**src/hw/rtl/hsv2rgb_pkg.sv**
```systemverilog
// Shared types, constants and helpers for the HSV to RGB converter.
// No dependencies; imported by every module of the converter.
package hsv2rgb_pkg;

	// Default hue resolution: hue is hue_frac / 2^HUE_BITS of a full turn
	localparam int HUE_BITS_DEF = 16;

	// Full-scale saturation and value level
	localparam logic [7:0] LVL_MAX = 8'd255;

	// One pixel request in HSV form
	typedef struct packed {
		logic [15:0] hue_frac;
		logic [7:0]  sat_level;
		logic [7:0]  val_level;
	} hsv_pix_t;

	// One converted pixel
	typedef struct packed {
		logic [7:0] red_out;
		logic [7:0] green_out;
		logic [7:0] blue_out;
	} rgb_pix_t;

	// Hue sector, named by the hue range it spans
	typedef enum logic [2:0] {
		SEC_RED_YEL  = 3'd0,
		SEC_YEL_GRN  = 3'd1,
		SEC_GRN_CYN  = 3'd2,
		SEC_CYN_BLU  = 3'd3,
		SEC_BLU_MAG  = 3'd4,
		SEC_MAG_RED  = 3'd5
	} hsv_sector_t;

	// Load enables of the four inner pipeline stages
	typedef struct packed {
		logic s1;
		logic s2;
		logic s3;
		logic s4;
	} hsv_stg_en_t;

	// floor(x / 255) for x up to 255*255: reciprocal estimate, then one correction
	function automatic logic [7:0] div255(input logic [15:0] x);
		logic [16:0] sum;
		logic [8:0]  est;
		logic [16:0] prod;
		logic [16:0] rem;
		logic [8:0]  quo;
		sum  = {1'b0, x} + {9'd0, x[15:8]};
		est  = sum[16:8];
		prod = {est, 8'd0} - {8'd0, est};
		rem  = {1'b0, x} - prod;
		quo  = (rem >= 17'd255) ? est + 9'd1 : est;
		return quo[7:0];
	endfunction

endpackage

```
**src/hw/rtl/hsv_to_rgb_converter_unit.sv**
```systemverilog
// HSV to RGB converter, top level: stage valid tracking, stall control and
// output sector select. Depends on hsv2rgb_pkg, hsv2rgb_front, hsv2rgb_scale.
// Each request passes through stages 1 to 4 and the stage 5 output register before rgb_valid.
// Throughput: one pixel per cycle; stalls ripple back only through full stages.
// Reset clears the stage valid bits; data registers are not reset.
module hsv_to_rgb_converter_unit
	import hsv2rgb_pkg::*;
#(
	parameter int HUE_BITS = HUE_BITS_DEF
) (
	input  logic      clk,
	input  logic      arst_n,
	input  logic      pix_valid,
	output logic      pix_ready,
	input  hsv_pix_t  pix,
	output logic      rgb_valid,
	input  logic      rgb_ready,
	output rgb_pix_t  rgb
);

	hsv_stg_en_t         stg_en;
	logic                en_s5;
	logic [4:0]          vld_q;
	hsv_sector_t         sec_s2;
	logic [7:0]          val_s2;
	logic [15:0]         pn_s2;
	logic [HUE_BITS+7:0] cq_s2;
	logic [HUE_BITS+7:0] ct_s2;
	hsv_sector_t         sec_s4;
	logic [7:0]          val_s4;
	logic [7:0]          p_s4;
	logic [7:0]          q_s4;
	logic [7:0]          t_s4;
	rgb_pix_t            rgb_sel;
	rgb_pix_t            rgb_s5;

	// Advance a stage when it is empty or its contents move on
	assign en_s5     = !vld_q[4] || rgb_ready;
	assign stg_en.s4 = !vld_q[3] || en_s5;
	assign stg_en.s3 = !vld_q[2] || stg_en.s4;
	assign stg_en.s2 = !vld_q[1] || stg_en.s3;
	assign stg_en.s1 = !vld_q[0] || stg_en.s2;
	assign pix_ready = stg_en.s1;

	// Track valid bits alongside the data
	always_ff @(posedge clk or negedge arst_n) begin
		if (!arst_n) begin
			vld_q <= '0;
		end else begin
			if (stg_en.s1) vld_q[0] <= pix_valid;
			if (stg_en.s2) vld_q[1] <= vld_q[0];
			if (stg_en.s3) vld_q[2] <= vld_q[1];
			if (stg_en.s4) vld_q[3] <= vld_q[2];
			if (en_s5)     vld_q[4] <= vld_q[3];
		end
	end

	hsv2rgb_front #(
		.HUE_BITS (HUE_BITS)
	) u_front (
		.clk    (clk),
		.stg_en (stg_en),
		.pix    (pix),
		.sec_s2 (sec_s2),
		.val_s2 (val_s2),
		.pn_s2  (pn_s2),
		.cq_s2  (cq_s2),
		.ct_s2  (ct_s2)
	);

	hsv2rgb_scale #(
		.HUE_BITS (HUE_BITS)
	) u_scale (
		.clk    (clk),
		.stg_en (stg_en),
		.sec_s2 (sec_s2),
		.val_s2 (val_s2),
		.pn_s2  (pn_s2),
		.cq_s2  (cq_s2),
		.ct_s2  (ct_s2),
		.sec_s4 (sec_s4),
		.val_s4 (val_s4),
		.p_s4   (p_s4),
		.q_s4   (q_s4),
		.t_s4   (t_s4)
	);

	// Route value and sector terms to the channels by hue sector
	always_comb begin
		case (sec_s4)
			SEC_RED_YEL: rgb_sel = '{red_out: val_s4, green_out: t_s4,   blue_out: p_s4};
			SEC_YEL_GRN: rgb_sel = '{red_out: q_s4,   green_out: val_s4, blue_out: p_s4};
			SEC_GRN_CYN: rgb_sel = '{red_out: p_s4,   green_out: val_s4, blue_out: t_s4};
			SEC_CYN_BLU: rgb_sel = '{red_out: p_s4,   green_out: q_s4,   blue_out: val_s4};
			SEC_BLU_MAG: rgb_sel = '{red_out: t_s4,   green_out: p_s4,   blue_out: val_s4};
			default:     rgb_sel = '{red_out: val_s4, green_out: p_s4,   blue_out: q_s4};
		endcase
	end

	// Stage 5: output register
	always_ff @(posedge clk) begin
		if (en_s5) begin
			rgb_s5 <= rgb_sel;
		end
	end

	assign rgb_valid = vld_q[4];
	assign rgb       = rgb_s5;

`ifndef SYNTH
	// Input stalls only when every stage is full and the output is held
	a_stall_full: assert property (@(posedge clk) disable iff (!arst_n)
		!pix_ready |-> (&vld_q) && !rgb_ready)
		else $error("input stalled with a free stage");

	// A ready sink never backs up the input
	a_sink_drains: assert property (@(posedge clk) disable iff (!arst_n)
		rgb_ready |-> pix_ready)
		else $error("input stalled while output drains");

	// An accepted request lands in the first stage
	a_req_enters: assert property (@(posedge clk) disable iff (!arst_n)
		pix_valid && pix_ready |=> vld_q[0])
		else $error("accepted request lost at stage 1");

	// Sector terms never exceed the value level
	a_terms_bound: assert property (@(posedge clk) disable iff (!arst_n)
		vld_q[3] |-> (p_s4 <= val_s4) && (q_s4 <= val_s4) && (t_s4 <= val_s4))
		else $error("sector term above value level");
`endif

endmodule

```
**src/hw/rtl/hsv2rgb_front.sv**
```systemverilog
// Front stages of the converter: hue sector split, then the q/t coefficients
// and the p product. Depends on hsv2rgb_pkg.
module hsv2rgb_front
	import hsv2rgb_pkg::*;
#(
	parameter int HUE_BITS = HUE_BITS_DEF
) (
	input  logic                  clk,
	input  hsv_stg_en_t           stg_en,
	input  hsv_pix_t              pix,
	output hsv_sector_t           sec_s2,
	output logic [7:0]            val_s2,
	output logic [15:0]           pn_s2,
	output logic [HUE_BITS+7:0]   cq_s2,
	output logic [HUE_BITS+7:0]   ct_s2
);

	logic [HUE_BITS-1:0] hue;
	logic [HUE_BITS+2:0] hue6;
	hsv_sector_t         sec_s1;
	logic [HUE_BITS-1:0] fr_s1;
	logic [7:0]          sat_s1;
	logic [7:0]          val_s1;
	logic [HUE_BITS+7:0] fs;
	logic [7:0]          sat_inv;

	// Wrap hue to one turn and scale by six
	assign hue  = HUE_BITS'(pix.hue_frac);
	assign hue6 = {1'b0, hue, 2'b00} + {2'b00, hue, 1'b0};

	// Stage 1: hold sector, fraction and levels
	always_ff @(posedge clk) begin
		if (stg_en.s1) begin
			sec_s1 <= hsv_sector_t'(hue6[HUE_BITS+2:HUE_BITS]);
			fr_s1  <= hue6[HUE_BITS-1:0];
			sat_s1 <= pix.sat_level;
			val_s1 <= pix.val_level;
		end
	end

	// Fraction times saturation feeds both q and t coefficients
	assign fs      = (HUE_BITS+8)'(fr_s1) * (HUE_BITS+8)'(sat_s1);
	assign sat_inv = LVL_MAX - sat_s1;

	// Stage 2: q = 255d - f*s, t = (255-s)d + f*s, p numerator v*(255-s)
	always_ff @(posedge clk) begin
		if (stg_en.s2) begin
			sec_s2 <= sec_s1;
			val_s2 <= val_s1;
			pn_s2  <= 16'(val_s1) * 16'(sat_inv);
			cq_s2  <= {LVL_MAX, {HUE_BITS{1'b0}}} - fs;
			ct_s2  <= {sat_inv, {HUE_BITS{1'b0}}} + fs;
		end
	end

endmodule

```
**src/hw/rtl/hsv2rgb_scale.sv**
```systemverilog
// Back stages of the converter: scale q/t coefficients by value, then
// divide all three sector terms by 255. Depends on hsv2rgb_pkg.
module hsv2rgb_scale
	import hsv2rgb_pkg::*;
#(
	parameter int HUE_BITS = HUE_BITS_DEF
) (
	input  logic                  clk,
	input  hsv_stg_en_t           stg_en,
	input  hsv_sector_t           sec_s2,
	input  logic [7:0]            val_s2,
	input  logic [15:0]           pn_s2,
	input  logic [HUE_BITS+7:0]   cq_s2,
	input  logic [HUE_BITS+7:0]   ct_s2,
	output hsv_sector_t           sec_s4,
	output logic [7:0]            val_s4,
	output logic [7:0]            p_s4,
	output logic [7:0]            q_s4,
	output logic [7:0]            t_s4
);

	logic [HUE_BITS+15:0] nq;
	logic [HUE_BITS+15:0] nt;
	hsv_sector_t          sec_s3;
	logic [7:0]           val_s3;
	logic [15:0]          pn_s3;
	logic [15:0]          mq_s3;
	logic [15:0]          mt_s3;

	// Value times coefficient; drop the hue fraction scale
	assign nq = (HUE_BITS+16)'(val_s2) * (HUE_BITS+16)'(cq_s2);
	assign nt = (HUE_BITS+16)'(val_s2) * (HUE_BITS+16)'(ct_s2);

	// Stage 3: hold the scaled numerators over 255
	always_ff @(posedge clk) begin
		if (stg_en.s3) begin
			sec_s3 <= sec_s2;
			val_s3 <= val_s2;
			pn_s3  <= pn_s2;
			mq_s3  <= nq[HUE_BITS+15:HUE_BITS];
			mt_s3  <= nt[HUE_BITS+15:HUE_BITS];
		end
	end

	// Stage 4: truncating divide by 255 of each term
	always_ff @(posedge clk) begin
		if (stg_en.s4) begin
			sec_s4 <= sec_s3;
			val_s4 <= val_s3;
			p_s4   <= div255(pn_s3);
			q_s4   <= div255(mq_s3);
			t_s4   <= div255(mt_s3);
		end
	end

endmodule

```
**config.mk**
```make
export PLATFORM = sky130hd
export DESIGN_NAME = hsv_to_rgb_converter_unit
export DESIGN_NICKNAME = d
export VERILOG_FILES = /design/src/hw/rtl/hsv2rgb_pkg.sv /design/src/hw/rtl/hsv_to_rgb_converter_unit.sv /design/src/hw/rtl/hsv2rgb_front.sv /design/src/hw/rtl/hsv2rgb_scale.sv
export SDC_FILE = /design/constraint.sdc
export NUM_CORES = 1
export LEC_CHECK = 0
export ABC_CLOCK_PERIOD_IN_PS = 6100
export BUFFER_PORTS_ARGS = -buffer_cell sky130_fd_sc_hd__buf_2
export CAP_MARGIN = 10
export CORE_UTILIZATION = 30
export DETAILED_ROUTE_END_ITERATION = 10
export SLEW_MARGIN = 20
export SYNTH_ARGS = -nofsm -noshare
export SYNTH_HDL_FRONTEND = slang
export SYNTH_SLANG_ARGS = --single-unit
```
**constraint.sdc**
```tcl
create_clock -name clk -period 6.1 [get_ports clk]
set_input_delay 0.305 -clock clk [delete_from_list [all_inputs] [get_ports clk]]
set_output_delay 0.305 -clock clk [all_outputs]
set_load 0.02 [all_outputs]
```
Word-level counts from Yosys, hierarchy flattened:

Cells that the tools add are included.

* flip-flop bits (word level): 233
* logic and storage cells: 69

* add/subtract/negate cells: 16
* multipliers: 4
* order comparisons: 3
* equal/unequal tests: 4
* multiplexer cells: 4
* reductions and logical operators: 11

Operators with widths (number)
* one-hot mux 24 bit (5 select lines): 1
* multiplier 8 x 24 -> 32 bit: 2
* adder 16 x 8 -> 17 bit: 3
* greater-or-equal comparator 17 x 8 -> 1 bit, second input constant: 3
* subtractor 16 x 17 -> 17 bit: 3
* subtractor 17 x 9 -> 17 bit: 3
* adder 24 bit: 1
* adder 8 x 1 -> 8 bit, second input constant: 3
* multiplier 16 x 8 -> 24 bit: 1
* 2-to-1 mux 8 bit: 3
* subtractor 24 bit, first input constant: 1
* adder 18 x 17 -> 19 bit: 1
* multiplier 8 x 8 -> 16 bit: 1
* subtractor 8 bit, first input constant: 1
* equality test 3 x 2 -> 1 bit, second input constant: 2
* logical NOT 1 bit: 5
* logical OR 1 bit: 5
* equality test 3 x 1 -> 1 bit, second input constant: 1
* equality test 3 bit, second input constant: 1
* logical NOT 3 bit: 1

Logic depth before layout (Yosys ltp):

* depth in word-level cells: 6
* gate-level depth with buffers: 25
* mapped depth without buffers: 24

Modules after synthesis:

From an unflattened synthesis, not the netlist that was laid out.

* cell total of the unflattened synthesis: 3086
* area total of the unflattened synthesis: 30269.0 µm²

Modules (own cells, without submodules)
* hsv2rgb_scale: times used 1, cells each 1913, area an instance 17848.4 µm²
* hsv2rgb_front: times used 1, cells each 1002, area an instance 10506.3 µm²
* hsv_to_rgb_converter_unit: times used 1, cells each 171, area an instance 1914.3 µm²

Worst setup path after synthesis:

Ideal clock, no wire load.

* path type: flip-flop to flip-flop
* start point: register u_front.sat_s1[5]
* end point: register u_front.ct_s2[23], data pin
* library setup time: 0.268 ns
* arrival: 6.442 ns
* data required time: 5.832 ns
* setup slack: -0.609 ns
* stages on the path, launching flop included: 23
* buffers on the path: 2
* cells stage by stage: edfxtp_1 clkbuf_1 clkbuf_1 nand2_1 fa_1 fa_1 inv_1 fa_1 inv_1 fa_1 inv_1 ha_1 o21a_1 a2111oi_0 nor3_1 or4_1 a31o_2 a21oi_1 xnor2_1 ha_1 nor4b_1 a2111oi_0 xnor3_1

* cells in the longest elaborated chain, start to end: 2
* elaborated cells on any way between the ends: 3

RTL lines
* from (decl): RTL line hsv2rgb_front.sv:22 `logic [7:0] sat_s1;`
* from (signal assigned): RTL line hsv2rgb_front.sv:36 `sat_s1 <= pix.sat_level;`
* multiplier 16 x 8 -> 24 bit or subtractor 8 bit (tied branches): RTL line hsv2rgb_front.sv:42, hsv2rgb_front.sv:43
* adder 24 bit *: RTL line hsv2rgb_front.sv:52 `ct_s2 <= {sat_inv, {HUE_BITS{1'b0}}} + fs;`
* to (signal assigned): RTL line hsv2rgb_front.sv:52
* to (decl): RTL line hsv2rgb_front.sv:15 `output logic [HUE_BITS+7:0] ct_s2`

Mark *: on every way between the ends. The rest lies on a longest branch, timed or not.
A chain may end at the register's enable or synchronous reset.

Worst setup path in the final report:

* start point: register u_front.fr_s1[5]
* end point: register u_front.ct_s2[23], data pin

* cells in the longest elaborated chain, start to end: 2

RTL lines
* from (decl): RTL line hsv2rgb_front.sv:21 `logic [HUE_BITS-1:0] fr_s1;`
* from (signal assigned): RTL line hsv2rgb_front.sv:35 `fr_s1 <= hue6[HUE_BITS-1:0];`
* multiplier 16 x 8 -> 24 bit: RTL line hsv2rgb_front.sv:42 `assign fs = (HUE_BITS+8)'(fr_s1) * (HUE_BITS+8)'(sat_s1);`
* adder 24 bit: RTL line hsv2rgb_front.sv:52

No other way between the ends.

==> flow_summary.toml <==
[drt]
dr_wl_met3_um = 2708
drtIter0Drc = 1228
vias = 20450
drt_pass1_iterations = 6
drt_wl_total_um = 64190
wl_met2_um = 29240
met1_length_um = 31080
drc = 0
top_layer = "met4"
viasPerCell = 4.640
wl_per_cell_um = 14.56
drtAntennaViolNets = 0

[hold_path]
hp-class = "input pin to async pin"

[timing]
tightest_slew_ns = 1.069
fmax_mhz = 164.5
min_period_ns = 6.080
hold_violations = 0
hold-worst-slack_ns = 0.1034
setup_slack_ns = 0.02041
slew_headroom = 0.2872
slew_violations = 0
finalCritPeriodShare = 0.9967
setup_violations = 0
rsz0062_at_grt = "yes"
finalClockSkew_ns = 0.01671

[worst_setup_path]
r2r_cells = 19
worstPathMaxFanout = 7
path_class = "flop to flop"
cp-end-kind = "flop"
cp.required_ns = 6.39
cp-start-kind = "flop"
crit_arrival_ns = 6.37

[clock_tree]
clk_transition_reported_paths_ns = 0.06
root_buffer = "clkbuf_16"
cts_tree = "done"
ctsHtreeMaxLevel = 1
cts_buffer_depth = 3
clock_sinks = 229
cts-buffers-inserted = 27
clk-insertion-delay-late_ns = 0.55

[layout]
area_growth_syn_to_layout_pct = 13.71
multi_input_area_um2 = 20440
stdcell_count = 4407
regArea_um2 = 6852
drive_above_1_share = 0.09516
final_util = 0.3464
fin_nets = 3839
antenna_cells = 0
nFillCells = 9765

[floorplanning]
std_cell_rows = 113
start_util = 0.3047
fp.dieH_um = 313.6
die_area_um2 = 98310
ioPinCount = 62
die_w_um = 313.6
core_area_um2 = 95580

[yosys]
ys_seq_elements = 229
synth_cells = 2952
synth_cell_types = 74
ys.warnings.count = 0
syn_nets = 3668
synth_top_area_frac = 0.2516
async_flop_share = 0.02183
synth_edf_count = 224
synth_largest_area_cell = "fa_1"
seq_area_frac_synth = 0.2353
synth_area_leaders = "fa_1, edfxtp_1, ha_1, inv_1, and2_1"
synthFlopType = "edfxtp_1"
netlist_area_um2 = 29120
postSynthAreaPerCell_um2 = 9.864

[global_route]
gr-usage-all-layers = 0.1328
gr-total-overflow = 0
grt_pass1_vias = 21260
antenna_found_initial = 0
grt_max_degree = 75
grt_pass1_wl_um = 107600

[placement]
placed_cells = 4314
hpwl_um = 51280
io_buffer_count = 61
place_ws_ns = -0.2056
place.gp.congestion = 0.8766

[status]
outcome = "finished clean"

[flow_run]
drv_cap = 0
-- placed cells by master (no fill, tap or decap), types with 7 or more instances in the layout --
cell type      count
o31ai_1            9
nor3b_1            9
and2_1           227
inv_1            471
clkbuf_16         27
o21bai_1           7
o21ai_0           62
nand4_1           27
ha_1             310
nand2b_1          26
or2_2              7
buf_2             62
dlygate4sd3_1     19
and3_1            26
o21a_1            11
nor3_1            33
fa_1             365
a21o_1            42
edfxtp_1         224
xnor2_1          122
buf_4            131
o211ai_1           7
nand3_1           24
nand2_1          335
a32oi_1           10
nor2b_1           64
a211oi_1           8
mux2_2            10
and4_1             7
mux2i_1           28
nor2_1           113
a221o_1           10
a21oi_1          109
xor2_1            44
-- critical path, stage by stage, from the launching register on --
cell and delay (ns):
edfxtp_1 0.52, and2_4 0.23, fa_1 0.56, fa_1 0.45, fa_1 0.50, inv_1 0.05
fa_1 0.47, inv_1 0.04, ha_1 0.18, a21o_1 0.18, a21o_1 0.19, a221o_1 0.35
or4_1 0.48, a31o_2 0.27, a21oi_2 0.17, xnor2_2 0.17, ha_4 0.26, and4b_1 0.21
a2111oi_4 0.27, xnor3_1 0.26
-- registers in the layout, summed over array words and instances (netlist names), 15 cells and up --
signal and cells:
u_front.ct_s2 23, u_scale.mt_s3 16, u_front.pn_s2 16, u_front.cq_s2 22
rgb 24, u_scale.mq_s3 16, u_scale.pn_s3 16, u_front.fr_s1 15
-- per-layer routing --
layer	vias to the layer above	track usage
li1	10050	-
met1	9943	0.1881
met2	394	0.2204
met3	67	0.01385
met4	0	0.02461
met5	-	0
-- through the flow --
stage	instance area, µm²	TNS, ns
after global placement	31730	-0.07128
after CTS	32880	0
after global routing	33110	-0.2557
after detailed placement	31730	-0.2056
final	33110	0
after floorplan	29230	0
-- synthesized netlist by cell type (4+ instances only) --
cell type,instances
a211oi_1,8
edfxtp_1,224
fa_1,366
nor3_1,35
ha_1,314
nor3b_1,9
and4_1,7
buf_1,8
o2111ai_1,7
a31oi_1,6
xor2_1,45
nand2b_1,26
o31ai_1,10
mux2i_1,28
nand2_1,337
o211ai_1,7
a2111oi_0,9
dfrtp_1,5
or3_1,4
a21boi_0,4
nor2b_1,64
a21oi_1,115
nand3_1,25
and3_1,26
o21a_1,11
or2_2,7
a32oi_1,10
mux2_2,10
xnor2_1,124
o21ai_0,63
o41ai_1,6
and2_1,230
a221oi_1,5
nand4b_1,5
inv_1,471
nor2_1,113
a21o_1,42
clkbuf_1,68
nand4_1,27
o21bai_1,7
a221o_1,10
nor4_1,6
-- logic make-up (layout without fill, tap and decap cells) --
family          Yosys count  after routing  share of synthesized area
compound gates          352            352                    0.07941
xor+xnor                170            170                    0.05160
fa+ha+maj               680            680                     0.3865
buf+inv                 548            738                    0.07090
flops                   229            229                     0.2353
mux                      38             38                    0.01349
simple gates            935            935                     0.1628
-- layout make-up --
| cell class | instances | share of cell area |
|---|---|---|
| multi-input combinational | 2175 | 0.6174 |
| tap | 1265 | 0.04780 |
| sequential | 229 | 0.2069 |
| clock buffer | 36 | 0.02233 |
| inverter | 471 | 0.05339 |
| timing repair buffer | 219 | 0.04852 |
| clock inverter | 12 | 0.003628 |
-- path summary, 6_finish.rpt --
kind | startpoint | end | slack (ns)
setup / recovery | u_front.fr_s1[5] | u_front.ct_s2[23] | 0.02
hold / removal | arst_n | vld_q[4] | 0.10
setup reg to reg | u_front.fr_s1[5] | u_front.ct_s2[23] | 0.02
hold reg to reg | u_front.pn_s2[10] | u_scale.pn_s3[10] | 0.42
max in group asynchronous | arst_n | vld_q[1] | 5.86
min in group clk | pix[17] | u_front.fr_s1[2] | 0.10
-- what timing repair did --
action | in CTS | in global routing
setup buffers | 10 | 16
hold endpoints to repair | 23 | 0
hold buffers | 19 | 0
resized for setup | 8 | 21
setup endpoints to repair | 1 | 28
pin swaps | 6 | 10
Power is left out: the tool's default activity adds up to more than one toggle a clock period on the data nets, which glitch-free logic cannot reach.
